<file path="src/sv/assert_macros.svh">
// assertion macros shared by the rtt smoothing estimator rtl
// no dependencies; included by files that carry concurrent checks
`ifndef ASSERT_MACROS_SVH
`define ASSERT_MACROS_SVH
`ifndef SYNTHESIS
// clocked check, masked while reset is asserted
`define RSE_ASSERT(label, clk, rst_n, prop) \
  label: assert property (@(posedge clk) disable iff (!rst_n) (prop)) \
    else $error("rse check failed");
// clocked check that also holds through reset
`define RSE_ASSERT_NR(label, clk, prop) \
  label: assert property (@(posedge clk) (prop)) \
    else $error("rse check failed");
`else
`define RSE_ASSERT(label, clk, rst_n, prop)
`define RSE_ASSERT_NR(label, clk, prop)
`endif
`endif

</file>
<file path="src/sv/rse_pkg.sv">
// shared constants for the rtt smoothing estimator
// no dependencies
`default_nettype none

package rse_pkg;

  // default datapath sizing
  localparam int RTT_BITS   = 32;
  localparam int FRAC_BITS  = 8;
  localparam int GAIN_SHIFT = 3;

  // bank memory geometry
  localparam int NUM_BANKS = 2;
  localparam int BANK_W    = 1;

  // fixed beat field widths
  localparam int RTT_IN_W  = 32;
  localparam int SM_OUT_W  = 40;
  localparam int MIN_OUT_W = 32;

  // item operations
  localparam logic OP_SAMPLE  = 1'b0;
  localparam logic OP_RESTART = 1'b1;

endpackage

`default_nettype wire

</file>
<file path="src/sv/rse_chan_if.sv">
// valid/ready channel interfaces for sample beats and result beats
// depends on rse_pkg
`default_nettype none

interface rse_in_if;
  logic                          valid;
  logic                          ready;
  logic                          op;
  logic [rse_pkg::BANK_W-1:0]    bank;
  logic [rse_pkg::RTT_IN_W-1:0]  new_rtt;

  modport source (output valid, output op, output bank, output new_rtt, input ready);
  modport sink   (input valid, input op, input bank, input new_rtt, output ready);
endinterface

interface rse_out_if;
  logic                           valid;
  logic                           ready;
  logic [rse_pkg::BANK_W-1:0]     bank_out;
  logic [rse_pkg::SM_OUT_W-1:0]   srtt;
  logic [rse_pkg::SM_OUT_W-1:0]   srtt_step;
  logic [rse_pkg::SM_OUT_W-1:0]   rtt_var;
  logic [rse_pkg::SM_OUT_W-1:0]   rtt_var_step;
  logic [rse_pkg::MIN_OUT_W-1:0]  min_rtt;
  logic [rse_pkg::MIN_OUT_W-1:0]  min_rtt_step;
  logic [rse_pkg::MIN_OUT_W-1:0]  latest_rtt;

  modport source (output valid, output bank_out, output srtt, output srtt_step,
                  output rtt_var, output rtt_var_step, output min_rtt,
                  output min_rtt_step, output latest_rtt, input ready);
  modport sink   (input valid, input bank_out, input srtt, input srtt_step,
                  input rtt_var, input rtt_var_step, input min_rtt,
                  input min_rtt_step, input latest_rtt, output ready);
endinterface

`default_nettype wire

</file>
<file path="src/sv/rse_state_ram.sv">
// per-bank state memory, one write and one registered read port
// depends on rse_pkg; entries read as zero until first written after reset
`default_nettype none

module rse_state_ram #(
  parameter int DATA_W = 256
) (
  input  wire logic                       clk,
  input  wire logic                       rst_n,
  input  wire logic                       wr_en,
  input  wire logic [rse_pkg::BANK_W-1:0] wr_addr,
  input  wire logic [DATA_W-1:0]          wr_data,
  input  wire logic                       rd_en,
  input  wire logic [rse_pkg::BANK_W-1:0] rd_addr,
  output logic      [DATA_W-1:0]          rd_data
);

  logic [DATA_W-1:0]             mem_r [rse_pkg::NUM_BANKS];
  logic [rse_pkg::NUM_BANKS-1:0] valid_r;
  logic [DATA_W-1:0]             rd_data_r;
  logic                          rd_valid_r;

  always_ff @(posedge clk) begin
    if (wr_en) begin
      mem_r[wr_addr] <= wr_data;
    end
    if (rd_en) begin
      rd_data_r <= mem_r[rd_addr];
    end
  end

  // entry valid bits stand in for the reset value
  always_ff @(posedge clk) begin
    if (!rst_n) begin
      valid_r    <= '0;
      rd_valid_r <= 1'b0;
    end else begin
      if (wr_en) begin
        valid_r[wr_addr] <= 1'b1;
      end
      if (rd_en) begin
        rd_valid_r <= valid_r[rd_addr];
      end
    end
  end

  assign rd_data = rd_valid_r ? rd_data_r : '0;

endmodule

`default_nettype wire

</file>
<file path="src/sv/rse_update.sv">
// combinational update of one bank's state for a sample or restart beat
// depends on rse_pkg for gain shift and op codes
`default_nettype none

module rse_update #(
  parameter int RTT_BITS  = rse_pkg::RTT_BITS,
  parameter int FRAC_BITS = rse_pkg::FRAC_BITS
) (
  input  wire logic                          op,
  input  wire logic [RTT_BITS-1:0]           rtt,
  input  wire logic [RTT_BITS+FRAC_BITS-1:0] cur_sg,
  input  wire logic [RTT_BITS+FRAC_BITS-1:0] cur_ss,
  input  wire logic [RTT_BITS+FRAC_BITS-1:0] cur_dg,
  input  wire logic [RTT_BITS+FRAC_BITS-1:0] cur_ds,
  input  wire logic [RTT_BITS-1:0]           cur_mg,
  input  wire logic [RTT_BITS-1:0]           cur_ms,
  input  wire logic [RTT_BITS-1:0]           cur_last,
  output logic      [RTT_BITS+FRAC_BITS-1:0] new_sg,
  output logic      [RTT_BITS+FRAC_BITS-1:0] new_ss,
  output logic      [RTT_BITS+FRAC_BITS-1:0] new_dg,
  output logic      [RTT_BITS+FRAC_BITS-1:0] new_ds,
  output logic      [RTT_BITS-1:0]           new_mg,
  output logic      [RTT_BITS-1:0]           new_ms,
  output logic      [RTT_BITS-1:0]           new_last
);

  localparam int SmW = RTT_BITS + FRAC_BITS;

  // v + ((t - v) >>> gain), floor on the signed step
  function automatic logic [SmW-1:0] move_toward(input logic [SmW-1:0] v,
                                                 input logic [SmW-1:0] t);
    logic signed [SmW:0] diff;
    logic signed [SmW:0] sum;
    diff = $signed({1'b0, t}) - $signed({1'b0, v});
    sum  = $signed({1'b0, v}) + (diff >>> rse_pkg::GAIN_SHIFT);
    return sum[SmW-1:0];
  endfunction

  function automatic logic [SmW-1:0] abs_diff(input logic [SmW-1:0] a,
                                              input logic [SmW-1:0] b);
    return (a >= b) ? (a - b) : (b - a);
  endfunction

  function automatic logic [RTT_BITS-1:0] take_min(input logic [RTT_BITS-1:0] m,
                                                   input logic [RTT_BITS-1:0] s);
    return (m == '0 || s < m) ? s : m;
  endfunction

  logic [SmW-1:0] x;
  logic [SmW-1:0] err_g;
  logic [SmW-1:0] err_s;

  assign x     = {rtt, {FRAC_BITS{1'b0}}};
  assign err_g = abs_diff(x, cur_sg);
  assign err_s = abs_diff(x, cur_ss);

  always_comb begin
    new_sg   = cur_sg;
    new_ss   = '0;
    new_dg   = cur_dg;
    new_ds   = '0;
    new_mg   = cur_mg;
    new_ms   = '0;
    new_last = cur_last;
    if (op == rse_pkg::OP_SAMPLE) begin
      new_sg   = (cur_sg == '0) ? x : move_toward(cur_sg, x);
      new_ss   = (cur_ss == '0) ? x : move_toward(cur_ss, x);
      new_dg   = (cur_dg == '0) ? (err_g >> rse_pkg::GAIN_SHIFT)
                                : move_toward(cur_dg, err_g);
      new_ds   = (cur_ds == '0) ? err_s : move_toward(cur_ds, err_s);
      new_mg   = take_min(cur_mg, rtt);
      new_ms   = take_min(cur_ms, rtt);
      new_last = rtt;
    end
  end

endmodule

`default_nettype wire

</file>
<file path="src/sv/rtt_smoothing_estimator.sv">
// rtt smoothing estimator top level: bank state memory, update stage, result register
// depends on rse_pkg, rse_chan_if, rse_state_ram, rse_update and assert_macros.svh
//
// usage:
//   in_ch carries one beat per item: op (sample or restart), bank (data or
//   header) and new_rtt. out_ch returns exactly one beat per item with the
//   selected bank's smoothed rtts, mean deviations, minimums and latest rtt
//   after the update, in acceptance order.
//   flow: an item is held in the update stage, then its result is registered
//   for out_ch; the update is a single read-modify-write pass on the bank
//   memory (registered read, compute, write back). throughput: one item per
//   cycle while no result stalls, back to back on either bank; a same-bank
//   follower takes the just-written word from a forwarding register.
//   stall: while the result register is held by a stalled receiver the item
//   in the update stage waits and in_ch.ready drops once that stage is full;
//   one new item is still taken while a result waits.
//   reset: rst_n low for one edge clears the pipeline and the entry valid
//   bits; both banks then read as all zero, so no clearing pass is needed
//   and items are accepted on the first cycle after reset.
`default_nettype none
`include "assert_macros.svh"

module rtt_smoothing_estimator #(
  parameter int RTT_BITS  = rse_pkg::RTT_BITS,
  parameter int FRAC_BITS = rse_pkg::FRAC_BITS
) (
  input wire logic  clk,
  input wire logic  rst_n,
  rse_in_if.sink    in_ch,
  rse_out_if.source out_ch
);

  localparam int SmW    = RTT_BITS + FRAC_BITS;
  localparam int WordW  = 4 * SmW + 3 * RTT_BITS;
  localparam int SmOutW = rse_pkg::SM_OUT_W;
  localparam int MinOutW = rse_pkg::MIN_OUT_W;

  // one memory word holds a whole bank
  typedef struct packed {
    logic [SmW-1:0]      sg;
    logic [SmW-1:0]      ss;
    logic [SmW-1:0]      dg;
    logic [SmW-1:0]      ds;
    logic [RTT_BITS-1:0] mg;
    logic [RTT_BITS-1:0] ms;
    logic [RTT_BITS-1:0] last;
  } word_t;

  // handshake
  logic in_fire;
  logic s1_adv;
  logic out_fire;

  // update stage
  logic                       s1_valid_r;
  logic                       s1_valid_nxt;
  logic                       s1_op_r;
  logic [rse_pkg::BANK_W-1:0] s1_bank_r;
  logic [RTT_BITS-1:0]        s1_rtt_r;

  // forwarding of the word written at the edge this item was read
  logic  fwd_hit_r;
  logic  fwd_hit_nxt;
  word_t fwd_word_r;

  logic [WordW-1:0] rd_data;
  word_t            rd_word;
  word_t            cur_word;
  word_t            new_word;

  // result register
  logic                       out_valid_r;
  logic                       out_valid_nxt;
  logic [rse_pkg::BANK_W-1:0] out_bank_r;
  logic [SmOutW-1:0]          out_sg_r;
  logic [SmOutW-1:0]          out_ss_r;
  logic [SmOutW-1:0]          out_dg_r;
  logic [SmOutW-1:0]          out_ds_r;
  logic [MinOutW-1:0]         out_mg_r;
  logic [MinOutW-1:0]         out_ms_r;
  logic [MinOutW-1:0]         out_last_r;

  // stage moves on when the result register is empty or being drained
  assign out_fire     = out_valid_r && out_ch.ready;
  assign s1_adv       = s1_valid_r && (!out_valid_r || out_ch.ready);
  assign in_ch.ready  = !s1_valid_r || s1_adv;
  assign in_fire      = in_ch.valid && in_ch.ready;

  assign s1_valid_nxt  = in_fire || (s1_valid_r && !s1_adv);
  assign out_valid_nxt = s1_adv || (out_valid_r && !out_fire);
  // the write from the leaving item lands after the read of the entering one
  assign fwd_hit_nxt   = s1_adv && (s1_bank_r == in_ch.bank);

  rse_state_ram #(
    .DATA_W (WordW)
  ) u_ram (
    .clk     (clk),
    .rst_n   (rst_n),
    .wr_en   (s1_adv),
    .wr_addr (s1_bank_r),
    .wr_data (new_word),
    .rd_en   (in_fire),
    .rd_addr (in_ch.bank),
    .rd_data (rd_data)
  );

  assign rd_word  = rd_data;
  assign cur_word = fwd_hit_r ? fwd_word_r : rd_word;

  rse_update #(
    .RTT_BITS  (RTT_BITS),
    .FRAC_BITS (FRAC_BITS)
  ) u_update (
    .op       (s1_op_r),
    .rtt      (s1_rtt_r),
    .cur_sg   (cur_word.sg),
    .cur_ss   (cur_word.ss),
    .cur_dg   (cur_word.dg),
    .cur_ds   (cur_word.ds),
    .cur_mg   (cur_word.mg),
    .cur_ms   (cur_word.ms),
    .cur_last (cur_word.last),
    .new_sg   (new_word.sg),
    .new_ss   (new_word.ss),
    .new_dg   (new_word.dg),
    .new_ds   (new_word.ds),
    .new_mg   (new_word.mg),
    .new_ms   (new_word.ms),
    .new_last (new_word.last)
  );

  always_ff @(posedge clk) begin
    if (!rst_n) begin
      s1_valid_r  <= 1'b0;
      out_valid_r <= 1'b0;
      fwd_hit_r   <= 1'b0;
    end else begin
      s1_valid_r  <= s1_valid_nxt;
      out_valid_r <= out_valid_nxt;
      if (in_fire) begin
        fwd_hit_r <= fwd_hit_nxt;
      end
    end
  end

  // stage payload, held while the stage waits
  always_ff @(posedge clk) begin
    if (in_fire) begin
      s1_op_r    <= in_ch.op;
      s1_bank_r  <= in_ch.bank;
      s1_rtt_r   <= RTT_BITS'(in_ch.new_rtt);
      fwd_word_r <= new_word;
    end
  end

  // result payload, narrowed or widened to the beat fields
  always_ff @(posedge clk) begin
    if (s1_adv) begin
      out_bank_r <= s1_bank_r;
      out_sg_r   <= SmOutW'(new_word.sg);
      out_ss_r   <= SmOutW'(new_word.ss);
      out_dg_r   <= SmOutW'(new_word.dg);
      out_ds_r   <= SmOutW'(new_word.ds);
      out_mg_r   <= MinOutW'(new_word.mg);
      out_ms_r   <= MinOutW'(new_word.ms);
      out_last_r <= MinOutW'(new_word.last);
    end
  end

  assign out_ch.valid        = out_valid_r;
  assign out_ch.bank_out     = out_bank_r;
  assign out_ch.srtt         = out_sg_r;
  assign out_ch.srtt_step    = out_ss_r;
  assign out_ch.rtt_var      = out_dg_r;
  assign out_ch.rtt_var_step = out_ds_r;
  assign out_ch.min_rtt      = out_mg_r;
  assign out_ch.min_rtt_step = out_ms_r;
  assign out_ch.latest_rtt   = out_last_r;

  // an accepted beat always occupies the update stage next
  `RSE_ASSERT(a_fire_fills_stage, clk, rst_n, in_fire |=> s1_valid_r)
  // a waiting item keeps its bank
  `RSE_ASSERT(a_stall_holds_bank, clk, rst_n, (s1_valid_r && !s1_adv) |=> (s1_valid_r && $stable(s1_bank_r)))
  // a finished item lands in the result register for its own bank
  `RSE_ASSERT(a_result_bank, clk, rst_n, s1_adv |=> (out_ch.valid && out_ch.bank_out == $past(s1_bank_r)))
  // a restart reports cleared step values
  `RSE_ASSERT(a_restart_clears, clk, rst_n, (s1_adv && s1_op_r == rse_pkg::OP_RESTART) |=> (out_ch.srtt_step == '0 && out_ch.rtt_var_step == '0 && out_ch.min_rtt_step == '0))
  // nothing is offered right after a reset edge
  `RSE_ASSERT_NR(a_reset_empty, clk, !rst_n |=> (!out_ch.valid && !s1_valid_r))

endmodule

`default_nettype wire

</file>
<file path="src/flat_wrapper.sv">
// flat-port wrapper written by rule: the top's interface ports become plain ports
module rtt_smoothing_estimator_flat 
#(
  parameter int RTT_BITS  = rse_pkg::RTT_BITS,
  parameter int FRAC_BITS = rse_pkg::FRAC_BITS
)
  (clk, rst_n, in_ch_valid, in_ch_op, in_ch_bank, in_ch_new_rtt, in_ch_ready, out_ch_valid, out_ch_bank_out, out_ch_srtt, out_ch_srtt_step, out_ch_rtt_var, out_ch_rtt_var_step, out_ch_min_rtt, out_ch_min_rtt_step, out_ch_latest_rtt, out_ch_ready);
  rse_in_if in_ch_i ();
  rse_out_if out_ch_i ();
  input wire logic clk;
  input wire logic rst_n;
  input wire logic [$bits(in_ch_i.valid)-1:0] in_ch_valid;
  input wire logic [$bits(in_ch_i.op)-1:0] in_ch_op;
  input wire logic [$bits(in_ch_i.bank)-1:0] in_ch_bank;
  input wire logic [$bits(in_ch_i.new_rtt)-1:0] in_ch_new_rtt;
  output wire logic [$bits(in_ch_i.ready)-1:0] in_ch_ready;
  output wire logic [$bits(out_ch_i.valid)-1:0] out_ch_valid;
  output wire logic [$bits(out_ch_i.bank_out)-1:0] out_ch_bank_out;
  output wire logic [$bits(out_ch_i.srtt)-1:0] out_ch_srtt;
  output wire logic [$bits(out_ch_i.srtt_step)-1:0] out_ch_srtt_step;
  output wire logic [$bits(out_ch_i.rtt_var)-1:0] out_ch_rtt_var;
  output wire logic [$bits(out_ch_i.rtt_var_step)-1:0] out_ch_rtt_var_step;
  output wire logic [$bits(out_ch_i.min_rtt)-1:0] out_ch_min_rtt;
  output wire logic [$bits(out_ch_i.min_rtt_step)-1:0] out_ch_min_rtt_step;
  output wire logic [$bits(out_ch_i.latest_rtt)-1:0] out_ch_latest_rtt;
  input wire logic [$bits(out_ch_i.ready)-1:0] out_ch_ready;
  assign in_ch_i.valid = in_ch_valid;
  assign in_ch_i.op = in_ch_op;
  assign in_ch_i.bank = in_ch_bank;
  assign in_ch_i.new_rtt = in_ch_new_rtt;
  assign in_ch_ready = in_ch_i.ready;
  assign out_ch_valid = out_ch_i.valid;
  assign out_ch_bank_out = out_ch_i.bank_out;
  assign out_ch_srtt = out_ch_i.srtt;
  assign out_ch_srtt_step = out_ch_i.srtt_step;
  assign out_ch_rtt_var = out_ch_i.rtt_var;
  assign out_ch_rtt_var_step = out_ch_i.rtt_var_step;
  assign out_ch_min_rtt = out_ch_i.min_rtt;
  assign out_ch_min_rtt_step = out_ch_i.min_rtt_step;
  assign out_ch_latest_rtt = out_ch_i.latest_rtt;
  assign out_ch_i.ready = out_ch_ready;
  rtt_smoothing_estimator #(.RTT_BITS(RTT_BITS), .FRAC_BITS(FRAC_BITS)) u_core (.clk(clk), .rst_n(rst_n), .in_ch(in_ch_i), .out_ch(out_ch_i));
endmodule
</file>
<file path="config.mk">
export PLATFORM = sky130hd
export DESIGN_NAME = rtt_smoothing_estimator_flat
export DESIGN_NICKNAME = d
export VERILOG_FILES = /design/src/sv/rse_pkg.sv /design/src/sv/rse_chan_if.sv /design/src/sv/rse_state_ram.sv /design/src/sv/rse_update.sv /design/src/sv/rtt_smoothing_estimator.sv /design/src/flat_wrapper.sv
export VERILOG_INCLUDE_DIRS = /design/src /design/src/sv
export SDC_FILE = /design/constraint.sdc
export NUM_CORES = 2
export LEC_CHECK = 0
export BUFFER_PORTS_ARGS = -buffer_cell sky130_fd_sc_hd__clkbuf_2
export CELL_PAD_IN_SITES_DETAIL_PLACEMENT = 1
export CELL_PAD_IN_SITES_GLOBAL_PLACEMENT = 2
export CORE_MARGIN = 5
export CORE_UTILIZATION = 40
export DETAILED_ROUTE_END_ITERATION = 7
export PLACE_DENSITY_LB_ADDON = 0.1
export REMOVE_ABC_BUFFERS = 1
export SYNTH_ARGS = -nofsm -noshare
export SYNTH_HDL_FRONTEND = slang
export SYNTH_SLANG_ARGS = --single-unit
</file>
<file path="constraint.sdc">
create_clock -name clk -period 22.8 [get_ports clk]
set_input_delay 4.56 -clock clk [delete_from_list [all_inputs] [get_ports clk]]
set_output_delay 4.56 -clock clk [all_outputs]
set_load 0.01 [all_outputs]
</file>
==> flow_results.org <==
** Clocking
- Post-CTS timing repair inserted 0 buffers for setup.
- Clock tree synthesis inserted a total of 150 buffers.
- Post-CTS sizing :: 0
- Hold-fix buffers at CTS :: 0
- CTS sink cnt :: 1,321
- At the later pin of the worst-skew pair, clock insertion delay measures 0.82 ns.
- Clock-pin slew was measured on the worst setup and hold paths at 0.06 ns.
- TritonCTS built the clock tree.
- The tree is rooted in a clkbuf_16.
- The H-tree was split into 4 levels.
- The longest clock path from root to sink contains 3 buffers.

** Setup path
- Critical path's slowest cell :: o41ai_1
- Delay of the slowest cell on the worst path :: 0.82 ns
- The worst setup path is captured at a register.
- Worst path arrival time :: 13.74 ns
- Worst reg-to-reg setup slack :: 9.60 ns
- The setup path with the least slack is of type reg2reg.
- Crit path max fanout :: 56
- Data required time at the worst endpoint :: 23.33 ns
- STA classifies the critical path startpoint as a register.

** Routing
- Wl on met1 :: 102,000 um
- The detail route stage leaves a number of antenna-violating nets equal to 0.
- The highest layer touched by signal routing is met4.
- Post-route DRC :: 0
- Met2 WL :: 108,000 um
- Average wire length per cell after detail routing :: 26.8 um
- Total vias in the final route :: 47,400
- For this block, the routed nets add up to 223,000 um of wire.
- Drt first pass iters :: 7
- Met3 Wirelength :: 7850 um
- Dividing the detail-routed via count by the number of cells gives 5.71.
- Number of DRC violations after detailed-routing iteration 0 :: 3,265

** GRT
- The initial antenna violation count was 4.
- Entering global routing, the biggest net connects 144 pins.
- GRT overflow :: 0
- Via count of the first global-routing pass :: 49,100
- Combined global-route utilization of all metal layers :: 24.0%
- Global-route wire length before repair :: 328,000 um

** Logic synthesis
- After synthesis the netlist holds a flip-flop and latch count of 1,321.
- Among all flip-flop cells after synthesis, the most frequent one is edfxtp_1.
- Sequential cells were found to cover 57.1% of the synthesized design area.
- Dividing the synthesized area by the synthesized cell count gives 12.4 um^2.
- Number of instances in the synthesized netlist :: 5,581
- Number of synthesized flops with an enable pin :: 1,315
- Mapped Area :: 69,300 um^2
- The Yosys step of the flow raised 0 warnings.
- For this run, asynchronously set or reset flops after synthesis account for 0%.
- After synthesis, the netlist uses 102 different library cells.

** Pwr
- For this design the static power due to leakage is 30.8 nW.
- Maximum VDD drop :: 89.2 uV
- Total chip power :: 7.26 mW
- Dividing total power by cell area gives a power density of 92.4 nW/um^2.

** Floorplan
- Starting Density :: 40.3%
- The die covers 182,000 um^2.
- The total area inside the core boundary comes to 172,000 um^2.
- The floorplan has 152 rows.
- Die Width :: 426 um
- The die is 426 um tall.
- Top-level I/O count :: 297

** Run
- Across the run, the number of max-cap violations was 0.

** Finish
- Highest-count cells in the layout ignoring fill and taps :: edfxtp_1 (1,315), ha_1 (409), nor2_1 (382), a21oi_1 (382), clkbuf_2 (295)
- The library cell used most frequently in the layout, excluding fill and tap cells, is edfxtp_1.
- For this run, the post-layout net count is 6,336.
- The post-route netlist has 15.9% of its cells at a drive strength greater than 1.
- Compared with the post-synthesis result, the final layout area differs by 13.2%.

** STA
- For the final database, setup skew stands at 0.0417 ns.
- The clock period could shrink to 13.20 ns.
- Setup violations remaining at the end of the flow were counted as 0.
- Number of failing hold endpoints at the final stage :: 0
- At the pin with the least slew margin, the transition time is 1.11 ns.
- Based on the critical path, the design can be clocked at up to 75.7 MHz.
- Setup repair after global routing missed its margin :: false
- The worst pin sits at a relative slew slack of 25.8%.
- Final sum of negative setup slack :: 0 ns
- The final-report max-slew violation count was 0.
- Ratio of final minimum period to clock period :: 57.9%

** Place
- Final weighted congestion in routability-driven placement :: 0.864
- Placed wire-length estimate after detailed placement :: 160,000 um
- Port Buffer Count :: 296

** Min path
- Worst hold path class :: reg2reg

** Run status
- The run finished with clean final reports.
==> worst max-delay path, delay by kind of cell (launching register included) <==
family / cells / cell delay, ns
AOI/OAI and AO/OA: 25 / 7.26
xor gates and xnor gates: 3 / 0.43
adders and majority gates: 3 / 0.99
buffers and inverters: 4 / 1.64
DFF: 1 / 0.56
and+or+nand+nor: 9 / 1.92
==> state kept, by name, indices dropped and copies added (netlist names) <==
signal / count
u_core.u_ram.mem_r: 512
u_core.fwd_word_r: 256
u_core.u_ram.rd_data_r: 256
u_core.out_ch.rtt_var: 40
u_core.out_ch.rtt_var_step: 40
u_core.out_ch.srtt: 40
u_core.out_ch.srtt_step: 40
u_core.out_ch.latest_rtt: 32
u_core.out_ch.min_rtt: 32
u_core.out_ch.min_rtt_step: 32
u_core.s1_rtt_r: 32
u_core.u_ram.valid_r: 2
u_core.fwd_hit_r: 1
u_core.out_ch.bank_out: 1
u_core.out_ch.valid: 1
u_core.s1_bank_r: 1
u_core.s1_op_r: 1
u_core.s1_valid_r: 1
u_core.u_ram.rd_valid_r: 1
==> layer usage <==
layer  GRT usage (%)  vias to the layer above
li1                -                    21900
met1            33.2                    24400
met2            40.5                      887
met3            3.03                      220
met4            5.65                        0
met5               0                        -
==> layout make-up <==
class	instances	area, um^2
flip-flops and latches	1321	39600
fillers	18000	93400
repair buffers	394	2300
well taps	2310	2890
clock buffers	187	4000
diodes	1	2.50
inverters	285	1080
clock inverters	84	855
multi-input cells	3731	27800
==> where the power goes <==
part           switching, mW  internal [mW]
Sequential            0.0616           3.00
Combinational           1.19          0.621
Clock                   1.02           1.36
==> Yosys cell counts, types with 9 or more instances <==
| master | instances | share of area [%] |
|---|---|---|
| mux2i_1 | 90 | 1.3 |
| o21bai_1 | 44 | 0.48 |
| a22o_1 | 23 | 0.29 |
| and3_1 | 26 | 0.23 |
| nor3_1 | 71 | 0.51 |
| nor2b_1 | 62 | 0.56 |
| buf_2 | 16 | 0.12 |
| a21boi_0 | 17 | 0.18 |
| xor2_1 | 122 | 1.5 |
| nand3_1 | 58 | 0.42 |
| a221oi_1 | 48 | 0.61 |
| or4_1 | 10 | 0.11 |
| a31oi_1 | 32 | 0.29 |
| o21ai_0 | 222 | 1.6 |
| nor4_1 | 22 | 0.20 |
| a21o_1 | 181 | 2.0 |
| o21ai_1 | 11 | 0.079 |
| ha_1 | 409 | 7.4 |
| nand4_1 | 86 | 0.78 |
| mux2_2 | 264 | 4.3 |
| nand2b_1 | 48 | 0.43 |
| a21oi_1 | 383 | 2.8 |
| o21a_1 | 66 | 0.71 |
| o41ai_1 | 11 | 0.14 |
| inv_1 | 284 | 1.5 |
| edfxtp_1 | 1315 | 57 |
| a2111oi_0 | 10 | 0.13 |
| a311oi_1 | 9 | 0.11 |
| nand3b_1 | 9 | 0.097 |
| o211ai_1 | 14 | 0.15 |
| a22oi_1 | 209 | 2.3 |
| o31ai_1 | 31 | 0.34 |
| nor2_1 | 384 | 2.1 |
| a211oi_1 | 98 | 1.1 |
| or3_1 | 13 | 0.12 |
| a221o_1 | 10 | 0.14 |
| or2_2 | 14 | 0.13 |
| a31o_2 | 9 | 0.11 |
| nand2_1 | 225 | 1.2 |
| buf_1 | 43 | 0.23 |
| clkbuf_1 | 184 | 1.0 |
| and2_1 | 30 | 0.27 |
| xnor2_1 | 212 | 2.7 |
==> through the flow <==
step                hold WS (ns)  setup slack [ns]  utilization (%)  instance area [um^2]  instances
finish                     0.468              9.60             45.7                 78500       8313
global placement           0.446             10.17             42.8                 73700       8041
floorplan                  0.440             0.372                -                 68400       5337
global route               0.492              8.79             45.7                 78500       8312
detailed placement         0.457              9.79             42.8                 73700       8041
CTS                        0.470              9.76             45.7                 78500       8312
==> cell families (layout without fill, tap and decap cells) <==
kind of cell | after synthesis | after routing | share of synthesized area (%)
AO/OA/AOI/OAI | 1533 | 1533 | 14.9
flip-flops | 1321 | 1321 | 57.1
AND/OR/NAND/NOR | 1087 | 1087 | 7.55
buffers and inverters | 529 | 950 | 2.90
adder cells (fa/ha/maj) | 421 | 421 | 7.64
multiplexers | 356 | 356 | 5.63
XOR/XNOR | 334 | 334 | 4.22
other | 0 | 1 | 0
==> worst paths after layout <==
check / from / cells past startpoint / end
max: u_core.u_ram.rd_valid_r / 44 / u_core.u_ram.mem_r[0][174]
min reg2reg: u_core.u_ram.valid_r[0] / 1 / u_core.u_ram.valid_r[0]
min: u_core.u_ram.valid_r[0] / 1 / u_core.u_ram.valid_r[0]
max reg2reg: u_core.u_ram.rd_valid_r / 44 / u_core.u_ram.mem_r[0][174]
Power figures use the tool's default switching activity.
